===== config.mk =====
export PLATFORM = sky130hd
export DESIGN_NAME = vram_dma_sequencer
export DESIGN_NICKNAME = d
export VERILOG_FILES = /design/src/rtl/core/vds_pkg.sv /design/src/rtl/core/vds_seq.sv /design/src/rtl/core/vram_dma_sequencer.sv
export SDC_FILE = /design/constraint.sdc
export NUM_CORES = 1
export LEC_CHECK = 0
export BUFFER_PORTS_ARGS = -buffer_cell sky130_fd_sc_hd__buf_2
export CORE_ASPECT_RATIO = 1.25
export CORE_MARGIN = 3
export CORE_UTILIZATION = 51
export DETAILED_ROUTE_END_ITERATION = 10
export PLACE_DENSITY = 0.82
export SYNTH_ARGS = -nofsm -noshare
export SYNTH_HDL_FRONTEND = slang
export SYNTH_SLANG_ARGS = --single-unit
export TNS_END_PERCENT = 20

===== constraint.sdc =====
create_clock -name clk_i -period 2.8 [get_ports clk_i]
set_input_delay 0.42 -clock clk_i [delete_from_list [all_inputs] [get_ports clk_i]]
set_output_delay 0.42 -clock clk_i [all_outputs]
set_load 0.01 [all_outputs]

===== src/rtl/core/vds_pkg.sv =====
package vds_pkg;

  localparam int unsigned ADDR_W      = 16;
  localparam int unsigned BLOCKS_W    = 8;
  localparam int unsigned BYTES_W     = 12;
  localparam int unsigned LEN_W       = 16;
  localparam int unsigned BLOCK_BYTES = 16;

  localparam logic [BYTES_W-1:0]  BYTES_MAX = {BYTES_W{1'b1}};
  localparam logic [BYTES_W-1:0]  ARM_BYTES = (BLOCK_BYTES > BYTES_MAX) ?
                                              BYTES_MAX : BYTES_W'(BLOCK_BYTES);
  localparam logic [ADDR_W-1:0]   ADDR_STEP = ADDR_W'(2);
  localparam logic [BYTES_W-1:0]  BYTE_STEP = BYTES_W'(2);

  typedef enum logic {
    OpTick  = 1'b0,
    OpStart = 1'b1
  } op_e;

  // One input transaction.
  typedef struct packed {
    op_e                 opcode;
    logic                cpu_idle;
    logic                in_hblank;
    logic [ADDR_W-1:0]   start_source;
    logic [ADDR_W-1:0]   start_dest;
    logic                start_hblank_mode;
    logic [BLOCKS_W-1:0] start_blocks;
  } item_t;

  // One result transaction.
  typedef struct packed {
    logic              copy_valid;
    logic [ADDR_W-1:0] copy_source;
    logic [ADDR_W-1:0] copy_dest;
    logic              cpu_clock_enable;
    logic              busy;
    logic              finished;
  } res_t;

endpackage


===== src/rtl/core/vds_seq.sv =====
module vds_seq (
  input  logic          clk_i,
  input  logic          rst_ni,
  input  logic          step_i,
  input  vds_pkg::item_t item_i,
  output vds_pkg::res_t  res_o
);
  import vds_pkg::*;

  logic                gen_q, gen_d;
  logic                hb_q, hb_d;
  logic [ADDR_W-1:0]   src_q, src_d;
  logic [ADDR_W-1:0]   dst_q, dst_d;
  logic [BYTES_W-1:0]  bytes_q, bytes_d;
  logic [BLOCKS_W-1:0] blocks_q, blocks_d;
  logic                hold_q, hold_d;
  logic                was_hb_q, was_hb_d;

  logic [LEN_W-1:0]    len;
  logic                do_copy;
  logic [BYTES_W-1:0]  bytes_nxt;
  logic [BLOCKS_W-1:0] blocks_nxt;

  assign len        = LEN_W'(item_i.start_blocks) * LEN_W'(BLOCK_BYTES);
  assign do_copy    = item_i.cpu_idle && (gen_q || (hb_q && (bytes_q != '0)));
  assign bytes_nxt  = (bytes_q > BYTE_STEP) ? (bytes_q - BYTE_STEP) : '0;
  assign blocks_nxt = blocks_q - BLOCKS_W'(1);

  always_comb begin
    gen_d    = gen_q;
    hb_d     = hb_q;
    src_d    = src_q;
    dst_d    = dst_q;
    bytes_d  = bytes_q;
    blocks_d = blocks_q;
    hold_d   = hold_q;
    was_hb_d = was_hb_q;
    res_o    = '0;

    if (item_i.opcode == OpStart) begin
      // replace whatever transfer is running
      src_d    = item_i.start_source;
      dst_d    = item_i.start_dest;
      hold_d   = 1'b0;
      gen_d    = 1'b0;
      hb_d     = 1'b0;
      bytes_d  = '0;
      blocks_d = item_i.start_blocks;
      if (item_i.start_blocks != '0) begin
        if (item_i.start_hblank_mode) begin
          hb_d = 1'b1;
        end else begin
          gen_d   = 1'b1;
          bytes_d = (len > LEN_W'(BYTES_MAX)) ? BYTES_MAX : len[BYTES_W-1:0];
        end
      end
    end else begin
      if (do_copy) begin
        res_o.copy_valid  = 1'b1;
        res_o.copy_source = src_q;
        res_o.copy_dest   = dst_q;
        hold_d  = 1'b1;
        src_d   = src_q + ADDR_STEP;
        dst_d   = dst_q + ADDR_STEP;
        bytes_d = bytes_nxt;
        if (bytes_nxt == '0) begin
          hold_d = 1'b0;
          if (gen_q) begin
            gen_d          = 1'b0;
            res_o.finished = 1'b1;
          end else begin
            blocks_d = blocks_nxt;
            if (blocks_nxt == '0) begin
              hb_d           = 1'b0;
              res_o.finished = 1'b1;
            end
          end
        end
      end
      // arm one block on a rising edge of hblank
      if (hb_d && !was_hb_q && item_i.in_hblank) begin
        bytes_d = ARM_BYTES;
      end
      was_hb_d = item_i.in_hblank;
    end

    res_o.cpu_clock_enable = !hold_d;
    res_o.busy             = gen_d || hb_d;
  end

  always_ff @(posedge clk_i or negedge rst_ni) begin
    if (!rst_ni) begin
      gen_q    <= 1'b0;
      hb_q     <= 1'b0;
      src_q    <= '0;
      dst_q    <= '0;
      bytes_q  <= '0;
      blocks_q <= '0;
      hold_q   <= 1'b0;
      was_hb_q <= 1'b0;
    end else if (step_i) begin
      gen_q    <= gen_d;
      hb_q     <= hb_d;
      src_q    <= src_d;
      dst_q    <= dst_d;
      bytes_q  <= bytes_d;
      blocks_q <= blocks_d;
      hold_q   <= hold_d;
      was_hb_q <= was_hb_d;
    end
  end

  a_one_mode: assert property (@(posedge clk_i) disable iff (!rst_ni)
    !(gen_q && hb_q))
    else $error("general and hblank transfers both running");

  a_hold_running: assert property (@(posedge clk_i) disable iff (!rst_ni)
    hold_q |-> (gen_q || hb_q))
    else $error("cpu held with no transfer running");

  a_hold_hb_bytes: assert property (@(posedge clk_i) disable iff (!rst_ni)
    (hold_q && hb_q) |-> (bytes_q != '0))
    else $error("hblank hold with no bytes pending");

  a_done_idle: assert property (@(posedge clk_i) disable iff (!rst_ni)
    (step_i && res_o.finished) |=> !(gen_q || hb_q || hold_q))
    else $error("transfer still active after completion");

endmodule


===== src/rtl/core/vram_dma_sequencer.sv =====
// Output: a result is registered and shown in the cycle after its transaction is accepted.
// Throughput: one transaction per cycle; the output register drains while the next
//   transaction is taken, so in_stall_o rises only while a result waits under out_stall_i.
// Reset: rst_ni is asynchronous, active low; it stops all transfers, clears the
//   addresses and counters and empties the output register.
module vram_dma_sequencer (
  input  logic                         clk_i,
  input  logic                         rst_ni,

  input  logic                         in_valid_i,
  output logic                         in_stall_o,
  input  logic                         opcode_i,
  input  logic                         cpu_idle_i,
  input  logic                         in_hblank_i,
  input  logic [vds_pkg::ADDR_W-1:0]   start_source_i,
  input  logic [vds_pkg::ADDR_W-1:0]   start_dest_i,
  input  logic                         start_hblank_mode_i,
  input  logic [vds_pkg::BLOCKS_W-1:0] start_blocks_i,

  output logic                         out_valid_o,
  input  logic                         out_stall_i,
  output logic                         copy_valid_o,
  output logic [vds_pkg::ADDR_W-1:0]   copy_source_o,
  output logic [vds_pkg::ADDR_W-1:0]   copy_dest_o,
  output logic                         cpu_clock_enable_o,
  output logic                         busy_res_o,
  output logic                         finished_o
);
  import vds_pkg::*;

  item_t item;
  res_t  res;
  res_t  res_q;
  logic  out_valid_q, out_valid_d;
  logic  accept;

  // Gather the input transaction fields.
  assign item.opcode            = op_e'(opcode_i);
  assign item.cpu_idle          = cpu_idle_i;
  assign item.in_hblank         = in_hblank_i;
  assign item.start_source      = start_source_i;
  assign item.start_dest        = start_dest_i;
  assign item.start_hblank_mode = start_hblank_mode_i;
  assign item.start_blocks      = start_blocks_i;

  // Hold the input only while a result waits and the sink stalls it.
  assign in_stall_o = out_valid_q && out_stall_i;
  assign accept     = in_valid_i && !in_stall_o;

  // State registers and the per-tick sequencing logic.
  vds_seq u_seq (
    .clk_i  (clk_i),
    .rst_ni (rst_ni),
    .step_i (accept),
    .item_i (item),
    .res_o  (res)
  );

  // Result register: load on accept, drop when taken.
  always_comb begin
    out_valid_d = out_valid_q;
    if (accept) begin
      out_valid_d = 1'b1;
    end else if (!out_stall_i) begin
      out_valid_d = 1'b0;
    end
  end

  always_ff @(posedge clk_i or negedge rst_ni) begin
    if (!rst_ni) begin
      out_valid_q <= 1'b0;
    end else begin
      out_valid_q <= out_valid_d;
    end
  end

  always_ff @(posedge clk_i) begin
    if (accept) begin
      res_q <= res;
    end
  end

  assign out_valid_o        = out_valid_q;
  assign copy_valid_o       = res_q.copy_valid;
  assign copy_source_o      = res_q.copy_source;
  assign copy_dest_o        = res_q.copy_dest;
  assign cpu_clock_enable_o = res_q.cpu_clock_enable;
  assign busy_res_o         = res_q.busy;
  assign finished_o         = res_q.finished;

endmodule

==> results.cfg <==
[routing]
wl_per_cell_um = 18.45
drtIter0Drc = 311
dr_total_vias = 4628
ant_nets = 0
dr.pass1.iters = 5
routed_via_density = 6.204
drcViolationCount = 0
wl_um = 13770

[power_and_ir_drop]
p_per_area_nw_per_um2 = 697.7
switchingPower_uw = 1407
internal_power_uw = 2820
p_sw_share_pct = 33.29
pwr-share-seq_pct = 44.4
clkPwrFrac_pct = 27.5
leakage_uw = 0.002690
power_frac_comb_pct = 28.1
vdd.ir_drop.worst_mv = 0.4459

[worst_setup_path]
reg2reg_from = u_seq.bytes_q[7]
cp.required_ns = 3.08
critPathBufInv = 0
startpoint_type = flop
crit_chain = or4_4 > or4_4 > and2_4 > a2111o_1 > or4_4 > or4_1 > nand3_1
path_class = reg2reg
r2r_end = u_seq.blocks_q[6]
cpMostUsedCell = or4_4
end_kind = flop
cpPeakStageDelay_ns = 0.52
path_delay_family = simple AND/OR/NAND/NOR gates
reg2reg_slack_ns = -0.16
reg2reg_depth = 7
crit_arrival_ns = 3.24
cp_max_fo = 3
cp_slowest_cell = or4_4

[global_routing]
grt_max_degree = 47
overflow = 0
grt_pass1_wl_um = 21570
grt_pass1_vias = 4437
grt_util_all_layers_pct = 25.57
antenna_found_initial = 0

[layout]
seq_area_sq_um = 2507
finalNetCount = 671
fin_util_pct = 65.34
area_growth_pct = 23.39
n_fill_cell = 763
instances_no_fill = 746
drive_gt1_share_pct = 26.81
multi_input_area_sq_um = 2303
antennaDiodeCount = 0
mostFrequentLayoutCells = buf_2, dfrtp_1, nand2_1
mostFrequentLayoutCell = buf_2

[yosys]
synth_edf_count = 36
synth.largest_area_cell = dfrtp_1
yosysWarnings = 0
synth-compound-area-share_pct = 19.34
async_reset_ff_share_pct = 61.29
avgSynthCellArea_sq_um = 9.665
yosysSeqAreaShare_pct = 51.07
synth_mux_area_share_pct = 2.676
synth_top_family_by_area = simple AND/OR/NAND/NOR gates
synthAdderAreaFrac_pct = 1.274
synthTopCellsByArea = dfrtp_1, edfxtp_1, and3_1, a21oi_1, nand2_1
synth_ff_type = dfrtp_1
ys_types = 58
yosys.area_share.simple_pct = 21.87
synth_xor_area_share_pct = 0.5352
synthCells = 508
syn_area_sq_um = 4910
syn-num-nets = 561
synth_top_area_share_pct = 29.05
synth-seq-cells = 93

[floorplanning]
ios = 86
core_area_sq_um = 9271
rows = 39
die_h_um = 115.7
start_util_pct = 52.96
die-width_um = 93.76
die_area_sq_um = 10850

[outcome]
violations = setup timing
status = complete, but fails checks

[timing]
max_freq_mhz = 337.5
max-slew-margin-rel_pct = 52.66
fin_ws_ns = -0.1627
timing.final.crit_share_pct = 105.8
hold_viol_final = 0
skew_ns = 0.007165
worstMarginPinSlew_ns = 0.7075
hold_ws_ns = 0.1097
slew_viol_final = 0
period_needed_ns = 2.963
rsz0062_at_grt = true
setup_viol = 6

[worst_hold_path]
holdCritPathClass = in2async

[clocking]
insertion_delay_ns = 0.34
clockRootBuffer = clkbuf_16
clock_sinks = 93
clk_transition_reported_paths_ns = 0.07
cts_buffer_depth = 2
h-tree-depth = 3
numCtsBuffers = 9
cts_tree = yes

[placement]
gp_congestion = 0.9245
place_inst = 726
io_buffers = 85
hpwlAfterDp_um = 9797

[job]
drv_cap = 0
repair_timing:
action	CTS	global route
buffers inserted	3	1
hold buffers	0	0
endpoints found under the setup margin	9	17
pin swaps	1	0
resized for setup	5	7
power by group through the flow:
stage	combinational [uW]	sequential (uW)	clock (uW)
floorplan	631	1870	0
global placement	1090	1870	0
detailed placement	1120	1890	0
CTS	1170	1860	1180
global route	1300	1910	1230
finish	1190	1880	1160
layout make-up:
type	count	area share (%)
clock inverters	6	0.7641
repair buffers	130	12.66
inverters	11	0.6815
well taps	123	2.540
multi-input cells	373	38.02
clock buffers	10	3.945
flip-flops and latches	93	41.39
sequential cells by signal, summed over array words and instances (netlist names):
register,count
u_seq.dst_q,16
u_seq.src_q,16
cpu_clock_enable_o,1
u_seq.hb_q,1
finished_o,1
u_seq.hold_q,1
u_seq.was_hb_q,1
busy_res_o,1
out_valid_o,1
u_seq.bytes_q,12
copy_dest_o,16
u_seq.gen_q,1
copy_source_o,16
u_seq.blocks_q,8
copy_valid_o,1
synthesized netlist by cell type (all sizes together), types with 4 or more instances:
master and instances:
nand2 47, inv 11, or4 9, or3 5
nand4 4, dfrtp 57, nor3 10, nor2 41
edfxtp 36, o22ai 20, clkbuf 28, mux2i 12
nor4 8, nor2b 5, nand3 13, a211oi 8
o21ai 30, and3 44, ha 5, a21oi 40
a31oi 8, a221o 11, nand2b 5
how the worst max path moves through the flow:
stage | startpoint | to | slack, ns | cells after the start
2_1_floorplan | u_seq.bytes_q[9] | u_seq.blocks_q[6] | -0.15 | 7
3_3_place_gp | u_seq.bytes_q[2] | u_seq.blocks_q[6] | -0.13 | 9
3_5_place_dp | u_seq.bytes_q[2] | u_seq.blocks_q[6] | -0.18 | 9
4_1_cts | u_seq.bytes_q[9] | u_seq.blocks_q[6] | -0.14 | 7
5_1_grt | u_seq.bytes_q[9] | u_seq.blocks_q[6] | -0.22 | 7
6_report | u_seq.bytes_q[7] | u_seq.blocks_q[6] | -0.16 | 7
metrics by stage:
step	TNS [ns]	power, uW	worst slack, ns	area [sq um]
detailed placement	-0.6994	3008	-0.1849	5690
finish	-0.4009	4227	-0.1627	6058
global placement	-0.3243	2964	-0.1251	5690
global route	-1.205	4438	-0.2236	6058
floorplan	-0.1464	2498	-0.1464	4913
CTS	-0.2507	4205	-0.1434	6021
layer usage:
| layer | up-vias | GRT usage (%) | wire length, um |
|---|---|---|---|
| li1 | 2158 | - | - |
| met1 | 2247 | 31.45 | 5480 |
| met2 | 191 | 44.15 | 7104 |
| met3 | 32 | 4.416 | 790 |
| met4 | 0 | 11.18 | 391 |
| met5 | - | 0 | 0 |
logic make-up after synthesis:
group / after synthesis
compound gates: 147
xor+xnor: 3
buf+inv: 42
simple gates: 205
flops: 93
mux: 13
fa+ha+maj: 5
Power figures use the tool's default switching activity.
